[src/dfe_pkg.sv]
package dfe_pkg;

  // field widths
  localparam int unsigned WordW       = 32;
  localparam int unsigned PosW        = 24;
  localparam int unsigned MawCntW     = 16;
  localparam int unsigned HdrW        = 5;
  localparam int unsigned WaveTotW    = 26;
  localparam int unsigned IdxW        = 27;
  localparam int unsigned SampleW     = 16;
  localparam int unsigned StampW      = 48;
  localparam int unsigned CfgIndexW   = 8;
  localparam int unsigned CfgDataW    = 24;

  // configuration register indexes
  typedef enum logic [CfgIndexW-1:0] {
    CFG_EVENT_WORDS = 8'd0,
    CFG_MAW_WORDS   = 8'd1
  } cfg_reg_e;

  // reset and start values
  localparam logic [PosW-1:0]    EventWordsRst = 24'd3;
  localparam logic [PosW-1:0]    MinEventWords = 24'd3;
  localparam logic [HdrW-1:0]    HdrBaseWords  = 5'd3;
  localparam logic [HdrW-1:0]    HdrAddFmt0    = 5'd7;
  localparam logic [HdrW-1:0]    HdrAddFmt1    = 5'd2;
  localparam logic [HdrW-1:0]    HdrAddFmt2    = 5'd3;
  localparam logic [HdrW-1:0]    HdrAddFmt3    = 5'd2;
  localparam logic [SampleW-1:0] FloorStart    = 16'd16384;
  localparam logic [WordW-1:0]   MawOffset     = 32'h0800_0000;
  localparam logic [WordW-1:0]   MawFloorStart = 32'h7fff_ffff;

  // result word, lowest field in the lowest bits
  typedef struct packed {
    logic [2:0]          pad;
    logic signed [31:0]  maw_floor;
    logic [30:0]         maw_peak;
    logic [SampleW-1:0]  wave_floor;
    logic [IdxW-1:0]     wave_peak_index;
    logic [SampleW-1:0]  wave_peak;
    logic [IdxW-1:0]     sample_count;
    logic [StampW-1:0]   event_timestamp;
    logic [3:0]          header_format;
    logic [11:0]         channel_id;
  } result_t;

  localparam int unsigned ResultW = $bits(result_t);

endpackage

[src/digitizer_event_feature_extractor_unit.sv]
// Digitizer event feature extractor.
// Input stream s_axis_*: one 32-bit event buffer word per transfer. Every event
// is event_words words long (values below 3 act as 3); it opens with a header
// (format, channel, timestamp, waveform word count), then waveform words of two
// 16-bit samples, then maw_words moving-average words.
// Output stream m_axis_*: one summary word on the last word of each event, with
// channel, format, timestamp, sample count, waveform peak/index/floor and the
// offset-corrected MAW peak and floor.
// Configuration channel cfg_*: index 0 = event_words, 1 = maw_words; always
// ready, other indexes are ignored. Write only while the block is idle.
// Throughput: one word per cycle while the output register can take a summary;
// every word is folded into the trackers in the cycle it is accepted. The summary
// is registered and sits in the output register the cycle after the last word.
// A stalled receiver holds the summary in the output register; input words are
// still taken as long as that register is empty or drains in the same cycle.
// Reset clears the word counter and the trackers and restores event_words = 3,
// maw_words = 0; the block is ready on the first cycle after reset.
module digitizer_event_feature_extractor_unit (
  input  logic                               clk_i,
  input  logic                               rst_ni,
  // config write channel
  input  logic                               cfg_valid_i,
  output logic                               cfg_ready_o,
  input  logic [dfe_pkg::CfgIndexW-1:0]      cfg_index_i,
  input  logic [dfe_pkg::CfgDataW-1:0]       cfg_data_i,
  // input words
  input  logic                               s_axis_tvalid_i,
  output logic                               s_axis_tready_o,
  input  logic [dfe_pkg::WordW-1:0]          s_axis_tdata_i,   // data_word
  // summary words
  output logic                               m_axis_tvalid_o,
  input  logic                               m_axis_tready_i,
  // channel_id, header_format, event_timestamp, sample_count, wave_peak,
  // wave_peak_index, wave_floor, maw_peak, maw_floor, 3 zero bits
  output logic [dfe_pkg::ResultW-1:0]        m_axis_tdata_o
);
  import dfe_pkg::*;

  // configuration registers
  logic [PosW-1:0]    event_words_q;
  logic [MawCntW-1:0] maw_words_q;

  // event state
  logic [PosW-1:0]     pos_q, pos_d;
  logic [3:0]          fmt_q, fmt_d;
  logic [HdrW-1:0]     hdr_q, hdr_d;
  logic [11:0]         chan_q, chan_d;
  logic [StampW-1:0]   stamp_q, stamp_d;
  logic [WaveTotW-1:0] total_q, total_d;
  logic [SampleW-1:0]  peak_q, peak_d;
  logic [IdxW-1:0]     peak_idx_q, peak_idx_d;
  logic [SampleW-1:0]  floor_q, floor_d;
  logic [WordW-1:0]    maw_pk_q, maw_pk_d;
  logic [WordW-1:0]    maw_fl_q, maw_fl_d;

  // output register
  logic    out_valid_q, out_valid_d;
  result_t out_q, out_d;

  logic                in_fire;
  logic                first_word;
  logic                count_word;
  logic                last_word;
  logic                in_wave;
  logic                in_maw;
  logic [WordW-1:0]    w;
  logic [PosW-1:0]     len;
  logic [HdrW-1:0]     hdr_new;
  logic [IdxW-1:0]     wave_end;
  logic [IdxW:0]       maw_end;
  logic [PosW-1:0]     wave_off;
  logic [IdxW-1:0]     idx0;
  logic [IdxW-1:0]     idx1;
  logic [SampleW-1:0]  s0, s1;
  logic [SampleW-1:0]  peak_b, peak_m, floor_b, floor_m;
  logic [IdxW-1:0]     idx_b, idx_m;
  logic [WordW-1:0]    mpk_b, mfl_b, maw_val;

  assign cfg_ready_o     = 1'b1;
  assign s_axis_tready_o = !out_valid_q || m_axis_tready_i;
  assign in_fire         = s_axis_tvalid_i && s_axis_tready_o;
  assign m_axis_tvalid_o = out_valid_q;
  assign m_axis_tdata_o  = out_q;
  assign w               = s_axis_tdata_i;

  // header length from the format flags of word 0
  assign hdr_new = HdrBaseWords
                 + (w[0] ? HdrAddFmt0 : '0)
                 + (w[1] ? HdrAddFmt1 : '0)
                 + (w[2] ? HdrAddFmt2 : '0)
                 + (w[3] ? HdrAddFmt3 : '0);

  assign first_word = (pos_q == '0);
  assign len        = (event_words_q < MinEventWords) ? MinEventWords : event_words_q;
  assign last_word  = (pos_q >= len - 1'b1);

  // header fields, refreshed on word 0 (low timestamp bits on word 1)
  always_comb begin
    fmt_d   = fmt_q;
    hdr_d   = hdr_q;
    chan_d  = chan_q;
    stamp_d = stamp_q;
    if (first_word) begin
      fmt_d   = w[3:0];
      hdr_d   = hdr_new;
      chan_d  = w[15:4];
      stamp_d = {w[31:16], 32'd0};
    end else if (pos_q == PosW'(1)) begin
      stamp_d = {stamp_q[StampW-1:32], w};
    end
  end

  // tracker start values for this word
  always_comb begin
    if (first_word) begin
      peak_b  = '0;
      idx_b   = '0;
      floor_b = FloorStart;
      mpk_b   = '0;
      mfl_b   = MawFloorStart;
    end else begin
      peak_b  = peak_q;
      idx_b   = peak_idx_q;
      floor_b = floor_q;
      mpk_b   = maw_pk_q;
      mfl_b   = maw_fl_q;
    end
  end

  // region decode, word 0 always belongs to the header
  assign count_word = !first_word && (pos_q == PosW'(hdr_q) - 1'b1);
  assign wave_end   = IdxW'(hdr_q) + IdxW'(total_q);
  assign maw_end    = (IdxW+1)'(wave_end) + (IdxW+1)'(maw_words_q);
  assign in_wave    = !first_word && !count_word && (pos_q >= PosW'(hdr_q))
                      && (IdxW'(pos_q) < wave_end);
  assign in_maw     = !first_word && !count_word && !in_wave
                      && (IdxW'(pos_q) >= wave_end)
                      && ((IdxW+1)'(pos_q) < maw_end);

  // waveform samples, low half first
  assign wave_off = pos_q - PosW'(hdr_q);
  assign idx0     = {2'b00, wave_off, 1'b0};
  assign idx1     = {2'b00, wave_off, 1'b1};
  assign s0       = w[15:0];
  assign s1       = w[31:16];

  always_comb begin
    peak_m  = peak_b;
    idx_m   = idx_b;
    floor_m = floor_b;
    if (s0 > peak_m) begin
      peak_m = s0;
      idx_m  = idx0;
    end
    if (s0 < floor_m) begin
      floor_m = s0;
    end
  end

  assign maw_val = w - MawOffset;

  always_comb begin
    total_d    = first_word ? '0 : total_q;
    peak_d     = peak_b;
    peak_idx_d = idx_b;
    floor_d    = floor_b;
    maw_pk_d   = mpk_b;
    maw_fl_d   = mfl_b;
    if (count_word) begin
      total_d = w[WaveTotW-1:0];
    end else if (in_wave) begin
      peak_d     = peak_m;
      peak_idx_d = idx_m;
      floor_d    = floor_m;
      if (s1 > peak_m) begin
        peak_d     = s1;
        peak_idx_d = idx1;
      end
      if (s1 < floor_m) begin
        floor_d = s1;
      end
    end else if (in_maw) begin
      if ($signed(maw_val) > $signed(mpk_b)) begin
        maw_pk_d = maw_val;
      end
      if ($signed(maw_val) < $signed(mfl_b)) begin
        maw_fl_d = maw_val;
      end
    end
  end

  assign pos_d = last_word ? '0 : pos_q + 1'b1;

  // summary word
  always_comb begin
    out_d                 = out_q;
    out_valid_d           = out_valid_q && !m_axis_tready_i;
    if (in_fire && last_word) begin
      out_valid_d           = 1'b1;
      out_d.pad             = '0;
      out_d.channel_id      = chan_d;
      out_d.header_format   = fmt_d;
      out_d.event_timestamp = stamp_d;
      out_d.sample_count    = {total_d, 1'b0};
      out_d.wave_peak       = peak_d;
      out_d.wave_peak_index = peak_idx_d;
      out_d.wave_floor      = floor_d;
      out_d.maw_peak        = maw_pk_d[30:0];
      out_d.maw_floor       = maw_fl_d;
    end
  end

  // configuration writes
  always_ff @(posedge clk_i or negedge rst_ni) begin
    if (!rst_ni) begin
      event_words_q <= EventWordsRst;
      maw_words_q   <= '0;
    end else if (cfg_valid_i && cfg_ready_o) begin
      unique case (cfg_index_i)
        CFG_EVENT_WORDS: event_words_q <= cfg_data_i[PosW-1:0];
        CFG_MAW_WORDS:   maw_words_q   <= cfg_data_i[MawCntW-1:0];
        default: ;
      endcase
    end
  end

  // event state
  always_ff @(posedge clk_i or negedge rst_ni) begin
    if (!rst_ni) begin
      pos_q      <= '0;
      fmt_q      <= '0;
      hdr_q      <= HdrBaseWords;
      chan_q     <= '0;
      stamp_q    <= '0;
      total_q    <= '0;
      peak_q     <= '0;
      peak_idx_q <= '0;
      floor_q    <= FloorStart;
      maw_pk_q   <= '0;
      maw_fl_q   <= MawFloorStart;
    end else if (in_fire) begin
      pos_q      <= pos_d;
      fmt_q      <= fmt_d;
      hdr_q      <= hdr_d;
      chan_q     <= chan_d;
      stamp_q    <= stamp_d;
      total_q    <= total_d;
      peak_q     <= peak_d;
      peak_idx_q <= peak_idx_d;
      floor_q    <= floor_d;
      maw_pk_q   <= maw_pk_d;
      maw_fl_q   <= maw_fl_d;
    end
  end

  // output register
  always_ff @(posedge clk_i or negedge rst_ni) begin
    if (!rst_ni) begin
      out_valid_q <= 1'b0;
    end else begin
      out_valid_q <= out_valid_d;
    end
  end

  always_ff @(posedge clk_i) begin
    out_q <= out_d;
  end

endmodule
[config.mk]
export PLATFORM = sky130hd
export DESIGN_NAME = digitizer_event_feature_extractor_unit
export DESIGN_NICKNAME = d
export VERILOG_FILES = /design/src/dfe_pkg.sv /design/src/digitizer_event_feature_extractor_unit.sv
export SDC_FILE = /design/constraint.sdc
export NUM_CORES = 1
export LEC_CHECK = 0
export BUFFER_PORTS_ARGS = -buffer_cell sky130_fd_sc_hd__clkbuf_2
export CAP_MARGIN = 10
export CORE_MARGIN = 4
export CORE_UTILIZATION = 43
export DETAILED_ROUTE_END_ITERATION = 16
export GPL_ROUTABILITY_DRIVEN = 0
export SYNTH_ARGS = -nofsm -noshare
export SYNTH_HDL_FRONTEND = slang
export SYNTH_SLANG_ARGS = --single-unit
[constraint.sdc]
create_clock -name clk_i -period 13.26 [get_ports clk_i]
set_clock_uncertainty 0.05 [all_clocks]
set_input_delay 1.326 -clock clk_i [delete_from_list [all_inputs] [get_ports clk_i]]
set_output_delay 1.326 -clock clk_i [all_outputs]
set_load 0.01 [all_outputs]
==> impl_metrics.env <==
export IMPL_ys_seq_area_share_pct=46.3
export IMPL_crit_fanout=52
export IMPL_outcome="finished, final reports clean"
export IMPL_avgSynthCellArea_sq_um=9.99
export IMPL_fillers=6171
export IMPL_async_reset_ff_share_pct=57.2
export IMPL_port_buffers=282
export IMPL_synth_area_leaders="edfxtp_1 (22%), dfrtp_1 (21%), ha_1 (10%), nand2_1 (4.5%), nor2_1 (3.6%)"
export IMPL_dpl_cell_area_sq_um=31300
export IMPL_leakage_nw=14.6
export IMPL_maxSlewViolCount=0
export IMPL_grt_usage_pct=26.3
export IMPL_vias=24400
export IMPL_start_util_pct=43.4
export IMPL_die_area_sq_um=72000
export IMPL_fin_nets=3417
export IMPL_coreArea_sq_um=67200
export IMPL_rsz0062_at_grt="false"
export IMPL_startpoint_type="flip-flop"
export IMPL_cp_required_ns=13.68
export IMPL_grt_ovfl_total=0
export IMPL_cts_buffer_depth=3
export IMPL_cts_sinks=495
export IMPL_synth_top_area_cell="edfxtp_1"
export IMPL_endpoint_kind="flip-flop"
export IMPL_crit_buf_inv=2
export IMPL_numCtsBuffers=54
export IMPL_antenna_found_initial=2
export IMPL_rows=95
export IMPL_die_x_um=268
export IMPL_cp_data_arrival_time_ns=9.36
export IMPL_drive_gt1_share_pct=16.7
export IMPL_cts_max_level=2
export IMPL_grt_max_degree=108
export IMPL_synth_top_cell_area_share_pct=21.9
export IMPL_cp_slowest_cell="nor4b_1"
export IMPL_postCtsHoldBufs=0
export IMPL_diodes=0
export IMPL_grt_pass1_vias=23900
export IMPL_wl_um=97300
export IMPL_cp_cell_sequence="or4_1, nor4b_1, nand3_4, and2_1, inv_1, ha_1, nor2b_1, o21a_1, o21a_1, o21ai_0, a31oi_1, o21ai_2, buf_4, mux2i_1, ha_1, a21o_1, a21oi_1, nor2_1, a2111oi_0, o21ai_0, o21ai_2, a21oi_1, nand2_1, o2bb2ai_1"
export IMPL_hold_viol_final=0
export IMPL_synth_area_sq_um=29100
export IMPL_worst_pin_slew_ns=1.19
export IMPL_hp_class="flip-flop to flip-flop"
export IMPL_critical_path_class="flip-flop to flip-flop"
export IMPL_cts_setup_buffers=0
export IMPL_ant_nets=0
export IMPL_max_slew_margin_pct=20.3
export IMPL_yosysMostFrequentCell="nand2_1"
export IMPL_cellPowerDensity_nw_per_um2=278
export IMPL_max_freq_mhz=112
export IMPL_vdd_ir_drop_max_mv=0.325
export IMPL_postSynthCellCount=2917
export IMPL_clkTransAtPathRegs_ns=0.06
export IMPL_final_area_sq_um=33100
export IMPL_cts_tree="done"
export IMPL_hpwl_um=67600
export IMPL_syn_to_final_growth_pct=13.5
export IMPL_yosys_top_cells_count="nand2_1 (347), nor2_1 (276), dfrtp_1 (247)"
export IMPL_cts_repair_resized=0
export IMPL_clock_latency_ns=0.64
export IMPL_period_share_pct=67.5
export IMPL_synth_edf_count=212
export IMPL_drt_iter0_markers=2459
export IMPL_grt_pass1_wl_um=146000
export IMPL_cts_root_buf="clkbuf_16"
export IMPL_critPathTopFamily="simple AND/OR/NAND/NOR gates"
export IMPL_drcViolationCount=0
export IMPL_setup_viol=0
export IMPL_wl_per_cell_um=24.2
export IMPL_power_total_w=0.00919
export IMPL_die_h_um=268
export IMPL_synth_cell_types=84
export IMPL_first_pass_iters=6
export IMPL_final_setup_tns_ns=0
export IMPL_ys_flop_type="dfrtp_1"
export IMPL_ioPinCount=288
export IMPL_synth_yosys_warnings=0
export IMPL_max_stage_delay_ns=0.95
export IMPL_maxCapViolations=0
export IMPL_period_needed_ns=8.94
export IMPL_ys_seq_elements=495
export IMPL_via_per_inst=6.06
==> tightest hold or removal path: stages, from the launching register on <==
cell	delay, ns
dfrtp_1	0.34
nand2_1	0.05
nand2_1	0.05
==> cell type report <==
cell class / count / area, sq um / area share (%)
Tap cell: 873 / 1090 / 3.30
Clock buffer: 82 / 1570 / 4.74
Clock inverter: 19 / 239 / 0.723
Sequential cell: 495 / 13500 / 40.8
Timing Repair Buffer: 315 / 1670 / 5.05
Inverter: 89 / 342 / 1.03
Multi-Input combinational cell: 2152 / 14700 / 44.3
==> registers in the layout (all words and copies together) (netlist names), 12 cells and up <==
register	cells
maw_pk_q	32
stamp_q	48
event_words_q	24
maw_words_q	16
total_q	26
peak_idx_q	27
peak_q	16
m_axis_tdata_o	212
maw_fl_q	32
pos_q	24
chan_q	12
floor_q	16
==> routing by layer <==
layer	global-route usage (%)	vias up	routed length (um)
met5	0	-	13
met1	35.7	12000	40200
met4	12.5	2	5370
li1	-	11100	-
met2	40.6	1083	43000
met3	5.47	265	8710
==> where the power goes <==
group / switching [W] / internal (W) / leakage [nW]
sequential: 0.000259 / 0.00229 / 5.47
combinational: 0.00340 / 0.00170 / 8.22
clock: 0.000655 / 0.000897 / 0.871
==> placed cells by master (no fill, tap or decap), types with 26 or more instances in the layout <==
cell	n
mux2i_1	54
edfxtp_1	212
xnor2_1	64
nand4_1	52
xor2_1	47
mux2_2	62
dfrtp_1	247
and2_1	26
nor2_1	272
clkbuf_2	281
o22a_1	28
dfstp_2	36
buf_4	33
clkbuf_16	56
o21ai_1	43
a21o_1	40
nand2_1	345
o2bb2ai_1	45
nor3_1	32
inv_1	87
a21oi_1	116
ha_1	237
o31ai_1	66
o21ai_0	147
nand3_1	81
o21a_1	37
==> path summary, 6_finish.rpt <==
| path | slack, ns | end | depth (start not counted) | startpoint |
|---|---|---|---|---|
| setup / recovery | 4.32 | peak_idx_q[18] | 24 | pos_q[18] |
| hold / removal | 0.42 | chan_q[2] | 2 | chan_q[2] |
| setup reg to reg | 4.32 | peak_idx_q[18] | 24 | pos_q[18] |
| hold reg to reg | 0.42 | chan_q[2] | 2 | chan_q[2] |
| max in group asynchronous | 10.39 | maw_pk_q[12] | 3 | rst_ni |
| min in group asynchronous | 0.73 | maw_words_q[8] | 1 | rst_ni |
==> kinds of logic (layout without fill, tap and decap cells) <==
logic type	after synthesis	in the layout	synth area share (%)
simple gates	955	955	14.9
xor+xnor	111	111	3.34
flops	495	495	46.3
other cells	2	5	0.0258
fa+ha+maj	241	241	10.5
buf+inv	273	505	3.69
mux	126	126	4.64
compound gates	714	714	16.6
==> through the flow <==
step | setup WS [ns] | utilization, % | hold slack [ns] | cells
CTS | 4.57 | 49.2 | 0.419 | 4024
global route | 3.83 | 49.2 | 0.441 | 4025
floorplan | 2.37 | - | 0.389 | 2920
detailed placement | 4.61 | 46.5 | 0.405 | 3923
finish | 4.32 | 49.2 | 0.417 | 4025
global placement | 4.71 | 46.5 | 0.399 | 3923
No activity file was read; power rests on OpenSTA's default activity.
